[config.mk]
export PLATFORM = sky130hd
export DESIGN_NAME = longest_prefix_route_lookup_core
export DESIGN_NICKNAME = d
export VERILOG_FILES = /design/src/hw/rtl/lprl_pkg.sv /design/src/hw/rtl/longest_prefix_route_lookup_core.sv /design/src/hw/rtl/lprl_cell.sv
export SDC_FILE = /design/constraint.sdc
export NUM_CORES = 2
export LEC_CHECK = 0
export BUFFER_PORTS_ARGS = -buffer_cell sky130_fd_sc_hd__buf_2
export CAP_MARGIN = 20
export CORE_MARGIN = 2
export CORE_UTILIZATION = 50
export DETAILED_ROUTE_END_ITERATION = 6
export GPL_ROUTABILITY_DRIVEN = 0
export GPL_TIMING_DRIVEN = 0
export PLACE_DENSITY = 0.79
export RECOVER_POWER = 100
export SLEW_MARGIN = 20
export SYNTH_ARGS = -nofsm -noshare
export SYNTH_HDL_FRONTEND = slang
export SYNTH_SLANG_ARGS = --single-unit
[constraint.sdc]
create_clock -name clk -period 61.8 [get_ports clk]
set_clock_uncertainty 0.2 [all_clocks]
set_input_delay 12.36 -clock clk [delete_from_list [all_inputs] [get_ports clk]]
set_output_delay 12.36 -clock clk [all_outputs]
set_load 0.1 [all_outputs]
[src/hw/rtl/lprl_pkg.sv]
// Shared types, constants and helpers for the longest-prefix route lookup.
package lprl_pkg;

  // Field widths of one item.
  localparam int ADDR_W    = 32;
  localparam int PFX_W     = 6;
  localparam int IDX_W     = 4;
  localparam int HOP_W     = 8;
  localparam int HOP_EXT_W = 16;

  // Slots that the entry_index field can reach.
  localparam int SLOT_LIMIT = 1 << IDX_W;

  // Defaults for the top-level parameters.
  localparam int DEF_ROUTE_ENTRIES = 16;
  localparam int DEF_NEXT_HOP_BITS = 8;

  // Longest legal prefix.
  localparam logic [PFX_W-1:0] MAX_PREFIX = PFX_W'(32);

  // Item action codes.
  localparam logic ACT_WRITE  = 1'b0;
  localparam logic ACT_LOOKUP = 1'b1;

  // One item as it travels down the chain, with the best match found so far.
  typedef struct packed {
    logic              action;
    logic [IDX_W-1:0]  entry_index;
    logic              entry_valid;
    logic [ADDR_W-1:0] route_network;
    logic [PFX_W-1:0]  route_prefix;
    logic [HOP_W-1:0]  route_next_hop;
    logic [ADDR_W-1:0] destination;
    logic              found;
    logic [IDX_W-1:0]  best_index;
    logic [PFX_W-1:0]  best_prefix;
    logic [HOP_W-1:0]  best_hop;
  } token_t;

  // Network mask for a prefix length; lengths of 32 and above give all ones.
  function automatic logic [ADDR_W-1:0] prefix_mask(input logic [PFX_W-1:0] pfx);
    logic [ADDR_W-1:0] mask;
    if (pfx == '0) begin
      mask = '0;
    end else if (pfx >= MAX_PREFIX) begin
      mask = '1;
    end else begin
      mask = ~({ADDR_W{1'b1}} >> pfx);
    end
    return mask;
  endfunction

endpackage

[src/hw/rtl/longest_prefix_route_lookup_core.sv]
// Top level of the IPv4 longest-prefix route lookup: a chain of route slots.
//
// Usage: each item on the in_ channel is either a route write (in_action 0)
// or a destination lookup (in_action 1). Every item gives exactly one item
// on the out_ channel, in order. A write returns all zeros; a lookup returns
// hit, the slot index, the prefix length and the next hop of the longest
// covering route, lowest slot first among equal lengths, or all zeros.
// Each item passes through the registered stage of every slot, in order,
// before it reaches out_valid. Throughput: one item per cycle while
// out_stall does not freeze the chain, since items walk the chain in order
// and each slot is visited once per item. Reset clears every slot to
// invalid and empties the chain; items are taken once reset is released.
// When the receiver holds out_stall while out_valid is high, the whole
// chain freezes, the result holds and in_stall goes high in that cycle.
module longest_prefix_route_lookup_core #(
  parameter int ROUTE_ENTRIES = lprl_pkg::DEF_ROUTE_ENTRIES,
  parameter int NEXT_HOP_BITS = lprl_pkg::DEF_NEXT_HOP_BITS
) (
  input  logic                          clk,
  input  logic                          rst_n,
  input  logic                          in_valid,
  output logic                          in_stall,
  input  logic                          in_action,
  input  logic [lprl_pkg::IDX_W-1:0]    in_entry_index,
  input  logic                          in_entry_valid,
  input  logic [lprl_pkg::ADDR_W-1:0]   in_route_network,
  input  logic [lprl_pkg::PFX_W-1:0]    in_route_prefix,
  input  logic [lprl_pkg::HOP_W-1:0]    in_route_next_hop,
  input  logic [lprl_pkg::ADDR_W-1:0]   in_destination,
  output logic                          out_valid,
  input  logic                          out_stall,
  output logic                          out_hit,
  output logic [lprl_pkg::IDX_W-1:0]    out_matched_index,
  output logic [lprl_pkg::PFX_W-1:0]    out_matched_prefix,
  output logic [lprl_pkg::HOP_W-1:0]    out_next_hop
);
  import lprl_pkg::*;

  logic   advance;
  logic   link_valid [ROUTE_ENTRIES+1];
  token_t link_tok   [ROUTE_ENTRIES+1];
  token_t head_tok;

  // The chain moves unless a finished item waits at the end.
  assign advance  = !(link_valid[ROUTE_ENTRIES] && out_stall);
  assign in_stall = !advance;

  // Incoming item enters the first slot with no match yet.
  always_comb begin
    head_tok                = '0;
    head_tok.action         = in_action;
    head_tok.entry_index    = in_entry_index;
    head_tok.entry_valid    = in_entry_valid;
    head_tok.route_network  = in_route_network;
    head_tok.route_prefix   = in_route_prefix;
    head_tok.route_next_hop = in_route_next_hop;
    head_tok.destination    = in_destination;
  end

  assign link_valid[0] = in_valid;
  assign link_tok[0]   = head_tok;

  // One cell per route slot.
  for (genvar g = 0; g < ROUTE_ENTRIES; g++) begin : g_cell
    lprl_cell #(
      .CELL_IDX      (g),
      .NEXT_HOP_BITS (NEXT_HOP_BITS)
    ) u_cell (
      .clk      (clk),
      .rst_n    (rst_n),
      .advance  (advance),
      .up_valid (link_valid[g]),
      .up_tok   (link_tok[g]),
      .dn_valid (link_valid[g+1]),
      .dn_tok   (link_tok[g+1])
    );
  end

  // Result from the last stage; best fields stay zero unless a match was found.
  assign out_valid          = link_valid[ROUTE_ENTRIES];
  assign out_hit            = link_tok[ROUTE_ENTRIES].found;
  assign out_matched_index  = link_tok[ROUTE_ENTRIES].best_index;
  assign out_matched_prefix = link_tok[ROUTE_ENTRIES].best_prefix;
  assign out_next_hop       = link_tok[ROUTE_ENTRIES].best_hop;

endmodule

[src/hw/rtl/lprl_cell.sv]
// One route slot of the chain: holds an entry and passes each item to the next slot.
module lprl_cell #(
  parameter int CELL_IDX      = 0,
  parameter int NEXT_HOP_BITS = 8
) (
  input  logic            clk,
  input  logic            rst_n,
  input  logic            advance,
  input  logic            up_valid,
  input  lprl_pkg::token_t up_tok,
  output logic            dn_valid,
  output lprl_pkg::token_t dn_tok
);
  import lprl_pkg::*;

  localparam bit CELL_REACHABLE = (CELL_IDX < SLOT_LIMIT);

  // Stored entry.
  logic                     ent_valid_r, ent_valid_nxt;
  logic [ADDR_W-1:0]        ent_network_r, ent_network_nxt;
  logic [ADDR_W-1:0]        ent_mask_r, ent_mask_nxt;
  logic [PFX_W-1:0]         ent_prefix_r, ent_prefix_nxt;
  logic [NEXT_HOP_BITS-1:0] ent_hop_r, ent_hop_nxt;

  // Item stage toward the next cell.
  logic   dn_valid_r;
  token_t dn_tok_r, dn_tok_nxt;

  logic                 wr_sel;
  logic                 covers;
  logic                 better;
  logic [PFX_W-1:0]     pfx_sat;
  logic [ADDR_W-1:0]    wr_mask;
  logic [HOP_EXT_W-1:0] in_hop_ext;
  logic [HOP_EXT_W-1:0] ent_hop_ext;

  // A write item updates this slot only when its index names it.
  assign wr_sel = CELL_REACHABLE && advance && up_valid && (up_tok.action == ACT_WRITE)
                  && (up_tok.entry_index == IDX_W'(CELL_IDX));

  assign pfx_sat    = (up_tok.route_prefix > MAX_PREFIX) ? MAX_PREFIX : up_tok.route_prefix;
  assign wr_mask    = prefix_mask(pfx_sat);
  assign in_hop_ext = HOP_EXT_W'(up_tok.route_next_hop);

  // New entry contents; a removal clears every field.
  always_comb begin
    if (up_tok.entry_valid) begin
      ent_valid_nxt   = 1'b1;
      ent_prefix_nxt  = pfx_sat;
      ent_mask_nxt    = wr_mask;
      ent_network_nxt = up_tok.route_network & wr_mask;
      ent_hop_nxt     = in_hop_ext[NEXT_HOP_BITS-1:0];
    end else begin
      ent_valid_nxt   = 1'b0;
      ent_prefix_nxt  = '0;
      ent_mask_nxt    = '0;
      ent_network_nxt = '0;
      ent_hop_nxt     = '0;
    end
  end

  // Match test; a strictly longer prefix replaces, so lower slots win ties.
  assign covers      = ent_valid_r && ((up_tok.destination & ent_mask_r) == ent_network_r);
  assign better      = !up_tok.found || (ent_prefix_r > up_tok.best_prefix);
  assign ent_hop_ext = HOP_EXT_W'(ent_hop_r);

  always_comb begin
    dn_tok_nxt = up_tok;
    if ((up_tok.action == ACT_LOOKUP) && covers && better) begin
      dn_tok_nxt.found       = 1'b1;
      dn_tok_nxt.best_index  = IDX_W'(CELL_IDX);
      dn_tok_nxt.best_prefix = ent_prefix_r;
      dn_tok_nxt.best_hop    = ent_hop_ext[HOP_W-1:0];
    end
  end

  // Entry storage.
  always_ff @(posedge clk) begin
    if (!rst_n) begin
      ent_valid_r <= 1'b0;
    end else if (wr_sel) begin
      ent_valid_r <= ent_valid_nxt;
    end
  end

  always_ff @(posedge clk) begin
    if (wr_sel) begin
      ent_network_r <= ent_network_nxt;
      ent_mask_r    <= ent_mask_nxt;
      ent_prefix_r  <= ent_prefix_nxt;
      ent_hop_r     <= ent_hop_nxt;
    end
  end

  // Item stage; the whole chain moves together.
  always_ff @(posedge clk) begin
    if (!rst_n) begin
      dn_valid_r <= 1'b0;
    end else if (advance) begin
      dn_valid_r <= up_valid;
    end
  end

  always_ff @(posedge clk) begin
    if (advance) begin
      dn_tok_r <= dn_tok_nxt;
    end
  end

  assign dn_valid = dn_valid_r;
  assign dn_tok   = dn_tok_r;

endmodule

=== Word level (Yosys, flattened, before mapping) ===
Index checks and enable logic that the tools add are counted.

* Register bits: 2844
* Bits in latches: 0
* Bits in writable memories: 0
* Memory bits (read-only): 0
* Input bits: 88
* Logic and storage cells: 647
* Memories: 0

* Add/subtract/negate cells: 0
* Multipliers: 0
* Div/mod/pow operators: 0
* Order comparisons: 47
* Equal/unequal tests: 31
* Shift-type cells: 16
* Multiplexer cells: 80
* Bitwise logic cells: 64
* Reduce and logical (&&, ||, !) cells: 144

{| class="wikitable"
|+ Operators by type and width
! kind !! number
|-
| $and A32 B32 Y32 || 32
|-
| $mux W32 || 32
|-
| $eq A32 B32 Y1 || 16
|-
| $not A32 Y32 || 16
|-
| $shr A32 B6 Y32 const A || 16
|-
| $mux W14 || 15
|-
| $ge A6 B6 Y1 const B || 16
|-
| $gt A6 B6 Y1 const B || 16
|-
| $logic_and A1 B1 Y1 || 96
|-
| $logic_not A6 Y1 || 16
|-
| $mux W6 || 16
|-
| $gt A6 B6 Y1 || 15
|-
| $eq A4 B4 Y1 const B || 8
|-
| $mux W19 || 1
|-
| $eq A4 B3 Y1 const B || 4
|-
| $logic_not A1 Y1 || 16
|-
| $mux W1 || 16
|-
| $not A1 Y1 || 16
|-
| $logic_or A1 B1 Y1 || 15
|-
| $eq A4 B2 Y1 const B || 2
|-
| $eq A4 B1 Y1 const B || 1
|-
| $logic_not A4 Y1 || 1
|}

=== Longest topological paths before layout ===
* Word-level depth: 7
* Depth in mapped cells: 9
* Gate-level depth less buffers: 8

=== Modules after synthesis ===
A second synthesis with hierarchy kept.

* Cells, all modules: 6743
* Area total of the unflattened synthesis: 112487.9 µm²

{| class="wikitable"
|+ Modules (own cells, without submodules)
! module !! instances !! cells an instance !! area an instance (µm²) !! sequential area each (µm²)
|-
| lprl_cell (g_cell[13].u_cell ...) || 3 || 419 || 7048.0 || 5445.2
|-
| lprl_cell (g_cell[1].u_cell ...) || 2 || 425 || 7023.0 || 5445.2
|-
| lprl_cell (g_cell[4].u_cell ...) || 2 || 424 || 7021.7 || 5445.2
|-
| lprl_cell (g_cell[5].u_cell ...) || 2 || 416 || 7000.5 || 5445.2
|-
| lprl_cell (g_cell[0].u_cell) || 1 || 432 || 7081.8 || 5445.2
|-
| lprl_cell (g_cell[11].u_cell) || 1 || 428 || 7060.5 || 5445.2
|-
| lprl_cell (g_cell[7].u_cell) || 1 || 419 || 7050.5 || 5445.2
|-
| lprl_cell (g_cell[10].u_cell) || 1 || 417 || 7029.2 || 5445.2
|-
| lprl_cell (g_cell[9].u_cell) || 1 || 424 || 7024.2 || 5445.2
|-
| lprl_cell (g_cell[3].u_cell) || 1 || 417 || 6998.0 || 5445.2
|-
| lprl_cell (g_cell[12].u_cell) || 1 || 416 || 6995.5 || 5445.2
|-
| longest_prefix_route_lookup_core || 1 || 3 || 13.8 || 0.0
|}

=== Least setup slack after synthesis ===
No wires, ideal clock.

* Kind: input to register
* Start: in out_stall
* End: reg g_cell[0].u_cell.ent_valid_r
* Arrival: 64.350 ns
* Data required time: 61.469 ns
* Setup slack: -2.882 ns
* Stages: 6
* Buffers on the path: 1
* Cell sequence: nand2_1 -> clkbuf_1 -> nand2_1 -> nor3_1 -> mux2i_1 -> nor2b_1

* Longest elaborated chain between the ends: 5

{| class="wikitable"
|+ Ends and longest elaborated chain
! what !! RTL line !! text
|-
| from (decl) || longest_prefix_route_lookup_core.sv:31 || <nowiki>input logic out_stall,</nowiki>
|-
| $logic_and A1 B1 Y1 || longest_prefix_route_lookup_core.sv:45 || <nowiki>assign advance = !(link_valid[ROUTE_ENTRIES] && out_stall);</nowiki>
|-
| $logic_not A1 Y1 || longest_prefix_route_lookup_core.sv:45 ||
|-
| $logic_and A1 B1 Y1 (2 in series) || lprl_cell.sv:38 || <nowiki>assign wr_sel = CELL_REACHABLE && advance && up_valid && (up_tok.action == ACT_WRITE)</nowiki>
|-
| $logic_and A1 B1 Y1 || lprl_cell.sv:39 || <nowiki>&& (up_tok.entry_index == IDX_W'(CELL_IDX));</nowiki>
|-
| named net g_cell[0].u_cell.wr_sel || lprl_cell.sv:29 || <nowiki>logic wr_sel;</nowiki>
|-
| to (signal assigned) || lprl_cell.sv:82 || <nowiki>ent_valid_r <= ent_valid_nxt;</nowiki>
|-
| to (decl) || lprl_cell.sv:19 || <nowiki>logic ent_valid_r, ent_valid_nxt;</nowiki>
|}

The timed path passes the listed nets, and every way through them passes these cells.
A chain may end at the register's enable or synchronous reset.

=== Final worst setup path ===
* Start: in out_stall
* End: reg g_cell[2].u_cell.dn_tok_r (netlist bit g_cell[2].u_cell.dn_tok[93]), enable pin

* Longest elaborated chain between the ends: 1

{| class="wikitable"
|+ Ends and longest elaborated chain
! what !! RTL line !! text
|-
| $logic_and A1 B1 Y1 || longest_prefix_route_lookup_core.sv:45 ||
|-
| to (signal assigned) || lprl_cell.sv:106 || <nowiki>dn_tok_r <= dn_tok_nxt;</nowiki>
|-
| to (decl) || lprl_cell.sv:27 || <nowiki>token_t dn_tok_r, dn_tok_nxt;</nowiki>
|}

No other way between the ends.

==> reports/metrics.cfg <==
[synth]
synth_area_um2 = 109000
syn_nets = 6898
yosysSeqAreaShare_pct = 77.3
syn_avg_cell_area_um2 = 16.2
synthTopCellsByArea = edfxtp_1 (77%), and2_1 (4.2%), xor2_1 (3.2%), nand2_1 (2.2%), mux2_2 (2.1%)
ys_ff_latch = 2813
synth_area_leader_cell = edfxtp_1
synth_edf_count = 2781
yosysUniqueCellTypes = 74
async_flop_share_pct = 0
syn_inst = 6720
ys_warn_count = 0
ys_top_cells_by_count = edfxtp_1 (2,781), and2_1 (727), nand2_1 (632)
synth_most_common_cell = edfxtp_1
synth_top_area_share_pct = 76.7
yosys_most_used_dff = edfxtp_1

[critical_path]
end_kind = flop
crit_path_start_kind = primary input
crit_chain = buf_2 > nand2_1 > clkbuf_1 > clkbuf_1 > clkbuf_1 > clkbuf_1 > clkbuf_1
path_max_fanout = 98
critPathMaxStageDelay_ns = 3.52
path_class = primary input to flop
r2r-start = g_cell[15].u_cell.dn_valid
crit_start = out_stall
cp-endpoint = g_cell[2].u_cell.dn_tok[93]
worstPathRequired_ns = 62.00
critPathArrivalTime_ns = 27.98
crit_path_frequent_cell = clkbuf_1
cp_slowest_cell = clkbuf_1
reg2reg_depth = 6
reg2reg_to = g_cell[2].u_cell.dn_tok[93]
r2r_slack_ns = 45.21

[global_routing]
grt_pass1_wl_um = 351000
antenna_found_initial = 3
track_usage_pct = 21.2
grt_max_degree = 107
overflow = 0
grt_pass1_vias = 57600

[power_and_ir_drop]
p_switching_uw = 777
total_power_uw = 3870
peakVddDrop_mv = 0.0307
leakage_uw = 0.0418
p_per_area_nw_per_um2 = 31.8
p_comb_share_pct = 2.8
swShare_pct = 20.1
power_frac_clock_pct = 41.0
p_int_uw = 3090
seq_power_share_pct = 56.2

[layout]
drive_gt1_share_pct = 8.21
fin_util_pct = 56.1
synthToLayoutAreaGrowth_pct = 11.8
nets = 7422
fin_cells = 10300

[clock_network]
cts_tree = built
ctsResizeCount = 0
cts_setup_buffers = 0
clkTransAtPathRegs_ns = 0.06
cts.hold.buffers_added = 0
clock_latency_ns = 0.92
numCtsBuffers = 275
cts_buffer_depth = 4
clock_sinks = 2813
cts-root-buf = clkbuf_16
cts_htree_levels = 5

[timing]
setup_viol = 0
setup-tns-final_ns = 0
rsz0062_at_grt = false
fin_crit_ns = 27.78
drv_slew = 1606
tightest_slew_ns = 5.38
hold_viol_final = 0
slew_headroom_pct = -259
fin_crit_sh_pct = 45.0
max_freq_ghz = 0.0360

[route]
routedWlPerCell_um = 23.0
ant_nets = 0
routed_via_density = 5.52
drc_errors = 0
drt_iter0_drc = 5597
wl_um = 237000
via_count = 56800
drtPass1Iterations = 6

[floorplan]
die_h_um = 471
die-area_um2 = 221000
start_util_pct = 50.2
core-area_um2 = 217000
num_rows = 171
io_pins = 109
die_w_um = 471

[placement]
hpwlAfterDp_um = 176000
place_inst = 9821
portBuffers = 108

[status]
status = finished with violations
violations = capacitance limit, slew limit

[worst_hold_path]
holdCritPathClass = flop to flop

[job]
cap_violations = 21

[sequential cells by signal (all words and copies together) (netlist names)]
| signal | cells |
|---|---|
| g_cell.u_cell.ent_mask_r | 510 |
| g_cell.u_cell.ent_hop_r | 128 |
| g_cell.u_cell.dn_tok | 1549 |
| g_cell.u_cell.ent_prefix_r | 82 |
| g_cell.u_cell.ent_valid_r | 16 |
| g_cell.u_cell.ent_network_r | 512 |
| g_cell.u_cell.dn_valid | 16 |
[per-layer routing]
| layer | up-vias | track usage [%] | wire [um] |
|---|---|---|---|
| met5 | - | 0 | 0 |
| met1 | 27500 | 21.2 | 78100 |
| met2 | 2597 | 38.7 | 124000 |
| met4 | 0 | 17.7 | 23300 |
| met3 | 871 | 3.06 | 11400 |
| li1 | 25800 | - | - |
[cell usage in the layout (no fill, tap or decap), types with 32 or more instances in the layout]
cell type,count
o21ai_0,156
o21a_1,94
and3_1,92
clkinv_2,34
inv_1,169
ha_1,90
mux2_1,34
and2_1,164
or2_2,39
nor3_1,70
and2_0,563
a21oi_1,155
clkinv_1,42
a21boi_0,84
nand4_1,117
a21o_1,46
nor2_1,160
nand2_1,632
clkbuf_1,456
nand2b_1,41
xor2_1,392
xnor2_1,62
clkbuf_16,287
dfxtp_1,32
edfxtp_1,2781
mux2_2,176
nor2b_1,92
nand3_1,71
[power by group through the flow]
| stage | registers, uW | logic (uW) | clock network, uW |
|---|---|---|---|
| detailed placement | 2220 | 108 | 0 |
| finish | 2180 | 108 | 1580 |
| global placement | 2210 | 101 | 0 |
| global route | 2180 | 115 | 1680 |
| floorplan | 2190 | 66.0 | 0 |
| CTS | 2170 | 109 | 1600 |
[worst min-delay path by stage]
stage / cells after the start / endpoint / slack [ns] / from
after detailed placement: 0 / g_cell[6].u_cell.dn_tok[57] / 0.22 / g_cell[5].u_cell.dn_tok[57]
after CTS: 0 / g_cell[4].u_cell.dn_tok[83] / 0.24 / g_cell[3].u_cell.dn_tok[83]
after global placement: 0 / g_cell[14].u_cell.dn_tok[98] / 0.22 / g_cell[13].u_cell.dn_tok[98]
after floorplan: 0 / g_cell[11].u_cell.dn_tok[100] / 0.22 / g_cell[10].u_cell.dn_tok[100]
final: 0 / g_cell[6].u_cell.dn_tok[57] / 0.24 / g_cell[5].u_cell.dn_tok[57]
after global routing: 0 / g_cell[13].u_cell.dn_tok[68] / 0.25 / g_cell[12].u_cell.dn_tok[68]
[critical path: cells and delay by family]
kind | cells | cell delay, ns
AND/OR/NAND/NOR | 1 | 0.31
buffers and inverters | 6 | 14.92
[metrics by stage]
stage	cell area (um2)	hold WS [ns]	setup WS [ns]
6_report	122000	0.239	34.02
3_3_place_gp	113000	0.220	8.31
3_5_place_dp	115000	0.225	35.11
4_1_cts	123000	0.240	35.11
5_1_grt	122000	0.250	32.56
2_1_floorplan	109000	0.217	21.89
[cell families after synthesis]
group,share of synthesized area [%]
buffers and inverters,1.17
DFF,77.3
xor gates and xnor gates,3.65
muxes,2.34
AOI/OAI and AO/OA,3.94
and+or+nand+nor,10.6
adders and majority gates,1.03
[cell type report]
type	instances	area, um2
diodes	3	7.51
plain buffers	162	611
clock buffers	367	7620
clock inverters	96	782
fillers	15700	95100
inverters	170	638
multi-input cells	3575	23300
flip-flops and latches	2813	84200
well taps	2854	3570
repair buffers	247	966
(Power assumes the default switching activity.)
